[src/sv/alfl_pkg.sv]
`default_nettype none

package alfl_pkg;

	localparam int CMD_W    = 2;
	localparam int KEY_W    = 32;
	localparam int STATUS_W = 2;

	localparam logic [CMD_W-1:0] CMD_INSERT = 2'd0;
	localparam logic [CMD_W-1:0] CMD_DELETE = 2'd1;
	localparam logic [CMD_W-1:0] CMD_SEARCH = 2'd2;

	localparam logic [STATUS_W-1:0] ST_OK   = 2'd0;
	localparam logic [STATUS_W-1:0] ST_FULL = 2'd1;
	localparam logic [STATUS_W-1:0] ST_MISS = 2'd2;

endpackage

`default_nettype wire

[src/sv/alfl_if.sv]
`default_nettype none

interface alfl_req_if
	import alfl_pkg::*;
();
	logic             valid;
	logic             ready;
	logic [CMD_W-1:0] cmd;
	logic [KEY_W-1:0] key;

	modport source (output valid, output cmd, output key, input ready);
	modport sink (input valid, input cmd, input key, output ready);
endinterface

interface alfl_rsp_if
	import alfl_pkg::*;
#(
	parameter int SLOTS = 16
) ();
	localparam int AW = $clog2(SLOTS);
	localparam int LW = $clog2(SLOTS + 1);

	logic                valid;
	logic                ready;
	logic [STATUS_W-1:0] status;
	logic [AW-1:0]       slot;
	logic [LW-1:0]       list_head;

	modport source (output valid, output status, output slot, output list_head, input ready);
	modport sink (input valid, input status, input slot, input list_head, output ready);
endinterface

`default_nettype wire

[src/sv/alfl_ram.sv]
`default_nettype none

module alfl_ram #(
	parameter int DEPTH = 16,
	parameter int WIDTH = 43
) (
	input  wire logic                     clk,
	input  wire logic                     we,
	input  wire logic [$clog2(DEPTH)-1:0] waddr,
	input  wire logic [WIDTH-1:0]         wdata,
	input  wire logic [$clog2(DEPTH)-1:0] raddr,
	output logic      [WIDTH-1:0]         rdata
);

	logic [WIDTH-1:0] mem [DEPTH];
	logic [WIDTH-1:0] rdata_q;

	always_ff @(posedge clk) begin
		if (we) begin
			mem[waddr] <= wdata;
		end
		rdata_q <= mem[raddr];
	end

	assign rdata = rdata_q;

endmodule

`default_nettype wire

[src/sv/array_linked_list_with_free_list_top.sv]
`default_nettype none

// Pool of SLOTS keys kept as a doubly linked list, with free slots on a singly linked free
// list; every slot's key, valid flag and both links live in one synchronous memory with a
// single read and a single write port. One command is handled at a time. The key match of a
// search or delete walks the memory one slot per cycle through its read port, and each link
// update is a read followed by a write. After reset the block builds the initial free list in
// the memory and accepts no command until it is done.
// A new command is taken while the previous result still waits on the response side.
module array_linked_list_with_free_list_top
	import alfl_pkg::*;
#(
	parameter int SLOTS = 16
) (
	input wire logic  clk,
	input wire logic  arst_n,
	alfl_req_if.sink  req,
	alfl_rsp_if.source rsp
);

	localparam int AW = $clog2(SLOTS);
	localparam int LW = $clog2(SLOTS + 1);
	localparam int EW = 1 + KEY_W + 2 * LW;
	localparam logic [LW-1:0] NIL = LW'(SLOTS);
	localparam logic [AW-1:0] LAST = AW'(SLOTS - 1);

	typedef enum logic [3:0] {
		CLEAR, IDLE, INS_RD, INS_WR, HD_RD, HD_WR, SCAN,
		DEL_S, P_RD, P_WR, N_RD, N_WR, FINISH
	} state_t;

	state_t              state_q;
	logic [AW-1:0]       clr_q;
	logic [LW-1:0]       head_q;
	logic [LW-1:0]       free_q;
	logic [CMD_W-1:0]    cmd_q;
	logic [KEY_W-1:0]    key_q;
	logic [AW-1:0]       tgt_q;
	logic [AW-1:0]       scan_q;
	logic                chk_q;
	logic [AW-1:0]       chk_idx_q;
	logic [AW-1:0]       res_slot_q;
	logic [STATUS_W-1:0] status_q;
	logic [LW-1:0]       p_q;
	logic [LW-1:0]       n_q;
	logic                rsp_valid_q;
	logic [STATUS_W-1:0] rsp_status_q;
	logic [AW-1:0]       rsp_slot_q;
	logic [LW-1:0]       rsp_head_q;

	logic          mem_we;
	logic [AW-1:0] mem_waddr;
	logic [EW-1:0] mem_wdata;
	logic [AW-1:0] mem_raddr;
	logic [EW-1:0] mem_rdata;

	logic             rd_valid;
	logic [KEY_W-1:0] rd_key;
	logic [LW-1:0]    rd_next;
	logic [LW-1:0]    rd_prev;
	logic             hit;

	assign rd_valid = mem_rdata[EW-1];
	assign rd_key   = mem_rdata[EW-2 -: KEY_W];
	assign rd_next  = mem_rdata[2*LW-1 -: LW];
	assign rd_prev  = mem_rdata[LW-1:0];
	assign hit      = chk_q && rd_valid && (rd_key == key_q);

	alfl_ram #(
		.DEPTH(SLOTS),
		.WIDTH(EW)
	) u_ram (
		.clk  (clk),
		.we   (mem_we),
		.waddr(mem_waddr),
		.wdata(mem_wdata),
		.raddr(mem_raddr),
		.rdata(mem_rdata)
	);

	always_comb begin
		mem_we    = 1'b0;
		mem_waddr = tgt_q;
		mem_wdata = '0;
		mem_raddr = tgt_q;
		unique case (state_q)
			CLEAR: begin
				mem_we    = 1'b1;
				mem_waddr = clr_q;
				mem_wdata = {1'b0, {KEY_W{1'b0}}, LW'(clr_q) + LW'(1), NIL};
			end
			SCAN: begin
				mem_raddr = scan_q;
			end
			INS_WR: begin
				mem_we    = 1'b1;
				mem_wdata = {1'b1, key_q, head_q, NIL};
			end
			HD_WR: begin
				mem_we    = 1'b1;
				mem_wdata = {mem_rdata[EW-1:LW], LW'(res_slot_q)};
			end
			DEL_S: begin
				mem_we    = 1'b1;
				mem_waddr = res_slot_q;
				mem_wdata = {1'b0, key_q, free_q, p_q};
			end
			P_WR: begin
				mem_we    = 1'b1;
				mem_wdata = {mem_rdata[EW-1:2*LW], n_q, rd_prev};
			end
			N_WR: begin
				mem_we    = 1'b1;
				mem_wdata = {mem_rdata[EW-1:LW], p_q};
			end
			default: begin
			end
		endcase
	end

	always_ff @(posedge clk or negedge arst_n) begin
		if (!arst_n) begin
			state_q     <= CLEAR;
			clr_q       <= '0;
			head_q      <= NIL;
			free_q      <= '0;
			chk_q       <= 1'b0;
			rsp_valid_q <= 1'b0;
		end else begin
			if (rsp.ready && state_q != FINISH) begin
				rsp_valid_q <= 1'b0;
			end
			unique case (state_q)
				CLEAR: begin
					clr_q <= clr_q + AW'(1);
					if (clr_q == LAST) begin
						state_q <= IDLE;
					end
				end
				IDLE: begin
					if (req.valid) begin
						cmd_q <= req.cmd;
						key_q <= req.key;
						scan_q <= '0;
						chk_q <= 1'b0;
						unique case (req.cmd)
							CMD_INSERT: begin
								if (free_q == NIL) begin
									status_q <= ST_FULL;
									state_q  <= FINISH;
								end else begin
									tgt_q   <= free_q[AW-1:0];
									state_q <= INS_RD;
								end
							end
							CMD_DELETE, CMD_SEARCH: begin
								state_q <= SCAN;
							end
							default: begin
								status_q <= ST_MISS;
								state_q  <= FINISH;
							end
						endcase
					end
				end
				INS_RD: begin
					state_q <= INS_WR;
				end
				INS_WR: begin
					free_q     <= rd_next;
					res_slot_q <= tgt_q;
					head_q     <= LW'(tgt_q);
					status_q   <= ST_OK;
					if (head_q != NIL) begin
						tgt_q   <= head_q[AW-1:0];
						state_q <= HD_RD;
					end else begin
						state_q <= FINISH;
					end
				end
				HD_RD: begin
					state_q <= HD_WR;
				end
				HD_WR: begin
					state_q <= FINISH;
				end
				SCAN: begin
					if (scan_q != LAST) begin
						scan_q <= scan_q + AW'(1);
					end
					chk_q     <= 1'b1;
					chk_idx_q <= scan_q;
					if (hit) begin
						res_slot_q <= chk_idx_q;
						p_q        <= rd_prev;
						n_q        <= rd_next;
						status_q   <= ST_OK;
						state_q    <= (cmd_q == CMD_DELETE) ? DEL_S : FINISH;
					end else if (chk_q && chk_idx_q == LAST) begin
						status_q <= ST_MISS;
						state_q  <= FINISH;
					end
				end
				DEL_S: begin
					free_q <= LW'(res_slot_q);
					if (p_q != NIL) begin
						tgt_q   <= p_q[AW-1:0];
						state_q <= P_RD;
					end else begin
						head_q <= n_q;
						if (n_q != NIL) begin
							tgt_q   <= n_q[AW-1:0];
							state_q <= N_RD;
						end else begin
							state_q <= FINISH;
						end
					end
				end
				P_RD: begin
					state_q <= P_WR;
				end
				P_WR: begin
					if (n_q != NIL) begin
						tgt_q   <= n_q[AW-1:0];
						state_q <= N_RD;
					end else begin
						state_q <= FINISH;
					end
				end
				N_RD: begin
					state_q <= N_WR;
				end
				N_WR: begin
					state_q <= FINISH;
				end
				FINISH: begin
					if (!rsp_valid_q || rsp.ready) begin
						rsp_valid_q  <= 1'b1;
						rsp_status_q <= status_q;
						rsp_slot_q   <= (status_q == ST_OK) ? res_slot_q : '0;
						rsp_head_q   <= head_q;
						state_q      <= IDLE;
					end
				end
				default: begin
					state_q <= IDLE;
				end
			endcase
		end
	end

	assign req.ready     = (state_q == IDLE);
	assign rsp.valid     = rsp_valid_q;
	assign rsp.status    = rsp_status_q;
	assign rsp.slot      = rsp_slot_q;
	assign rsp.list_head = rsp_head_q;

endmodule

`default_nettype wire

[src/flat_wrapper.sv]
// flat-port wrapper written by rule: the top's interface ports become plain ports
module array_linked_list_with_free_list_top_flat import alfl_pkg::*;
#(
	parameter int SLOTS = 16
)
  (clk, arst_n, req_valid, req_cmd, req_key, req_ready, rsp_valid, rsp_status, rsp_slot, rsp_list_head, rsp_ready);
  alfl_req_if req_i ();
  alfl_rsp_if #(.SLOTS(SLOTS)) rsp_i ();
  input wire logic clk;
  input wire logic arst_n;
  input wire logic [$bits(req_i.valid)-1:0] req_valid;
  input wire logic [$bits(req_i.cmd)-1:0] req_cmd;
  input wire logic [$bits(req_i.key)-1:0] req_key;
  output wire logic [$bits(req_i.ready)-1:0] req_ready;
  output wire logic [$bits(rsp_i.valid)-1:0] rsp_valid;
  output wire logic [$bits(rsp_i.status)-1:0] rsp_status;
  output wire logic [$bits(rsp_i.slot)-1:0] rsp_slot;
  output wire logic [$bits(rsp_i.list_head)-1:0] rsp_list_head;
  input wire logic [$bits(rsp_i.ready)-1:0] rsp_ready;
  assign req_i.valid = req_valid;
  assign req_i.cmd = req_cmd;
  assign req_i.key = req_key;
  assign req_ready = req_i.ready;
  assign rsp_valid = rsp_i.valid;
  assign rsp_status = rsp_i.status;
  assign rsp_slot = rsp_i.slot;
  assign rsp_list_head = rsp_i.list_head;
  assign rsp_i.ready = rsp_ready;
  array_linked_list_with_free_list_top #(.SLOTS(SLOTS)) u_core (.clk(clk), .arst_n(arst_n), .req(req_i), .rsp(rsp_i));
endmodule
[config.mk]
export PLATFORM = sky130hd
export DESIGN_NAME = array_linked_list_with_free_list_top_flat
export DESIGN_NICKNAME = d
export VERILOG_FILES = /design/src/sv/alfl_pkg.sv /design/src/sv/alfl_if.sv /design/src/sv/alfl_ram.sv /design/src/sv/array_linked_list_with_free_list_top.sv /design/src/flat_wrapper.sv
export SDC_FILE = /design/constraint.sdc
export NUM_CORES = 1
export LEC_CHECK = 0
export BUFFER_PORTS_ARGS = -buffer_cell sky130_fd_sc_hd__buf_2
export CAP_MARGIN = 20
export CORE_AREA = 2 2 328 330
export DETAILED_ROUTE_END_ITERATION = 12
export DIE_AREA = 0 0 330 332
export SYNTH_ARGS = -nofsm -noshare
export SYNTH_HDL_FRONTEND = slang
export SYNTH_HIERARCHICAL = 1
export SYNTH_SLANG_ARGS = --single-unit
export TNS_END_PERCENT = 100
[constraint.sdc]
create_clock -name clk -period 13.3 [get_ports clk]
set_input_delay 1.995 -clock clk [delete_from_list [all_inputs] [get_ports clk]]
set_output_delay 1.995 -clock clk [all_outputs]
set_load 0.03 [all_outputs]
==> results by group <==
Setup path
  – Worst-path cell chain: nand2b_1, nor2_1, nand2_1, nand2_4, buf_4, buf_4, buf_16, mux4_2, a22oi_1, nand2_1
  – CP peak stage delay: 0.90 ns
  – Crit path buf inv count: 3
  – Required time worst endpoint: 13.82 ns
  – Crit path DAT: 5.84 ns
  – Crit-path slowest cell: dfrtp_1
  – Delay-heaviest family, CP: simple AND/OR/NAND/NOR gates
  – Startpoint types: register
  – CP endpoint kind: register
  – Crit path kind: register to register
  – CP Max Fanout: 40

Drt
  – DRC: 2
  – First-pass detailed-route iteration total: 10
  – Final WL: 74,300 um
  – Post-route antenna net violation count: 0
  – Via density: 5.03
  – Vias: 15,700
  – WL/cell: 23.7 um
  – Violation count after the first detailed-route iteration: 1,982

Die
  – DIE AREA: 0.110 sq mm
  – Initial core utilization: 0.297
  – Die width: 330 um
  – Core footprint: 0.106 sq mm
  – Cell Rows: 120
  – Die Y: 332 um
  – Top Ports: 51

Logic synthesis
  – Synthesized flop and latch total: 824
  – Share of the synthesized area in the top cell type: 0.724
  – Sequential area share after synthesis: 0.768
  – Mapped Area: 0.0315 sq mm
  – Avg Inst Size Synth: 20.2 sq um
  – Post-synth EDFFs: 761
  – Mapped Nets: 1,605
  – Synth Flop Type: edfxtp_1
  – Commonest cells in the netlist: edfxtp_1 (761), mux4_2 (172), nand2_1 (116)
  – Leading area contributor after synthesis: edfxtp_1
  – Post-synthesis async set-or-reset flop share: 0.0243
  – Synth area leaders: edfxtp_1 (72%), mux4_2 (12%), dfxtp_1 (2.7%)
  – Most frequent cell after synthesis: edfxtp_1
  – Synth Warn #: 6
  – Synth cell types: 60
  – Cells after synthesis: 1,563

CTS
  – Clk pin slew, worst setup/hold paths: 0.06 ns
  – Clk root buf: clkbuf_16
  – TritonCTS Buffers: 82
  – Worst skew pair latency: 0.65 ns
  – Sink Count: 824
  – CTS resizes: 0
  – H-tree depth: 3
  – Hold Buf Count CTS: 0
  – Post-CTS setup repair buffer count: 0
  – TritonCTS clock tree: done
  – Clk buf depth: 3

Layout
  – Diodes inserted: 0
  – Filler cells: 9,950
  – Area delta synth->final: 15.3%
  – Nets@finish: 1,702
  – Cell area after layout: 0.0364 sq mm
  – Layout cells sized above 1: 0.247

STA
  – Setup TNS: 0 ns
  – Period utilization: 0.400
  – Final setup viols: 0
  – Rel. slew slack: 0.296
  – Worst slew pin tran: 1.06 ns
  – Hold WS: 0.431 ns
  – Setup repair after global routing missed its margin: false
  – Period minus WS final: 5.32 ns
  – Max Transition Viols Final: 0
  – F_max: 188 MHz
  – Final Hold Viols: 0
  – Final Skew: 0.0488 ns

Outcome
  – Status: complete, but fails checks
  – Failing checks: DRC

GRT
  – Number of global-route vias before repair: 16,000
  – Largest net degree at the start of global routing: 71
  – Total track usage: 0.134
  – Total grt overflow: 0
  – First-pass GRT wire length: 108,000 um
  – Initial antenna violation count: 0

Place
  – Detailed-placement wirelength estimate: 36,900 um
  – PortBufs: 50
  – Gpl congestion: 0.852
  – Post-place instance area: 0.0336 sq mm

Pwr
  – PD cells: 192 mW/mm^2
  – LEAKAGE: 11.8 nW
  – Peak VDD IR: 160 uV

Flow run
  – Max cap viols: 0

Hold path
  – Hold Path Class: register to register
cells by family (layout without fill, tap and decap cells):
kind of cell / count (synthesis) / in the layout / synth area share
fa+ha+maj: 5 / 5 / 0.00190
flops: 824 / 824 / 0.768
compound gates: 199 / 199 / 0.0474
buf+inv: 97 / 260 / 0.0148
mux: 176 / 176 / 0.124
xor+xnor: 38 / 38 / 0.0105
simple gates: 224 / 224 / 0.0338
worst paths after layout:
kind                                  startpoint                     end  slack, ns  depth (start not counted)
max                            u_core/state_q[2]  u_core/u_ram/rdata[22]       7.98                         10
min                        u_core/u_ram/rdata[2]           u_core/p_q[2]       0.43                          0
max reg2reg                    u_core/state_q[2]  u_core/u_ram/rdata[22]       7.98                         10
min reg2reg                u_core/u_ram/rdata[2]           u_core/p_q[2]       0.43                          0
max in group asynchronous                 arst_n        u_core/head_q[2]      11.50                          1
min in group asynchronous                 arst_n       u_core/state_q[0]       1.39                          1
through the flow:
stage          total power [W]  worst slack (ns)  std cells   util
2_1_floorplan          0.00422              8.02       1563      -
3_3_place_gp           0.00468              7.78       2971  0.316
3_5_place_dp           0.00473              7.65       2972  0.316
4_1_cts                0.00703              7.64       3122  0.341
5_1_grt                0.00724              7.35       3129  0.342
6_report               0.00698              7.98       3129  0.342
cells in the final DEF, fill, tap and decap left out, types with 4 or more instances in the layout:
cell type	Yosys	layout
nor3_1	9	5
clkbuf_8	0	7
buf_2	28	51
nor2_1	37	24
nand3_1	11	11
mux2i_1	4	4
nand4_1	5	5
o21ai_1	5	4
nor2_4	0	13
o22ai_1	4	4
nand2b_1	7	7
dfxtp_1	43	43
nor3_2	2	5
nand3b_1	4	4
buf_4	0	35
a222oi_1	6	6
a21oi_1	15	15
clkbuf_16	0	83
clkinv_2	0	15
clkbuf_1	36	17
nor4_1	6	6
xnor2_1	7	7
a21o_1	5	5
ha_1	4	4
xor2_1	31	31
a31oi_1	5	5
dfrtp_1	19	19
o2111ai_1	4	4
inv_1	20	20
o21ai_0	9	9
a22o_1	32	32
mux4_2	172	172
edfxtp_1	761	761
nand2_1	116	114
clkinv_1	0	12
a22oi_1	96	96
and2_1	7	6
bufinv_16	0	7
per-layer routing:
layer  global-route usage  up-vias  wire length, um
li1                     -     6641                -
met1                0.190     8371            31700
met2                0.215      613            35900
met3               0.0213      116             4970
met4               0.0363        0             1670
met5                    0        -                0
power breakdown:
group	internal, W	switching, W	total [W]	leakage (nW)
sequential	0.00348	0.000151	0.00363	7.65
combinational	0.000276	0.000765	0.00104	2.80
clock	0.00133	0.000974	0.00230	1.32
registers in the layout (all words and copies together), names as in the netlist, 5 cells and up:
register	flops
u_core/u_ram/mem	688
u_core/u_ram/rdata	43
u_core/key_q	32
u_core/free_q	5
u_core/head_q	5
u_core/n_q	5
u_core/p_q	5
u_core/rsp.list_head	5
worst reg2reg max path, stage by stage, from the launching register on:
cell,delay (ns)
dfrtp_1,0.90
nand2b_1,0.28
nor2_1,0.79
nand2_1,0.23
nand2_4,0.61
buf_4,0.77
buf_4,0.44
buf_16,0.33
mux4_2,0.59
a22oi_1,0.22
nand2_1,0.08
layout make-up:
| type | count | area, sq um | share of cell area |
|---|---|---|---|
| flip-flops and latches | 824 | 24200 | 0.666 |
| clock buffers | 107 | 2240 | 0.0615 |
| multi-input cells | 642 | 7040 | 0.193 |
| well taps | 1403 | 1760 | 0.0483 |
| clock inverters | 43 | 464 | 0.0128 |
| repair buffers | 89 | 584 | 0.0161 |
| inverters | 21 | 78.8 | 0.00217 |
(Power assumes the default switching activity.)
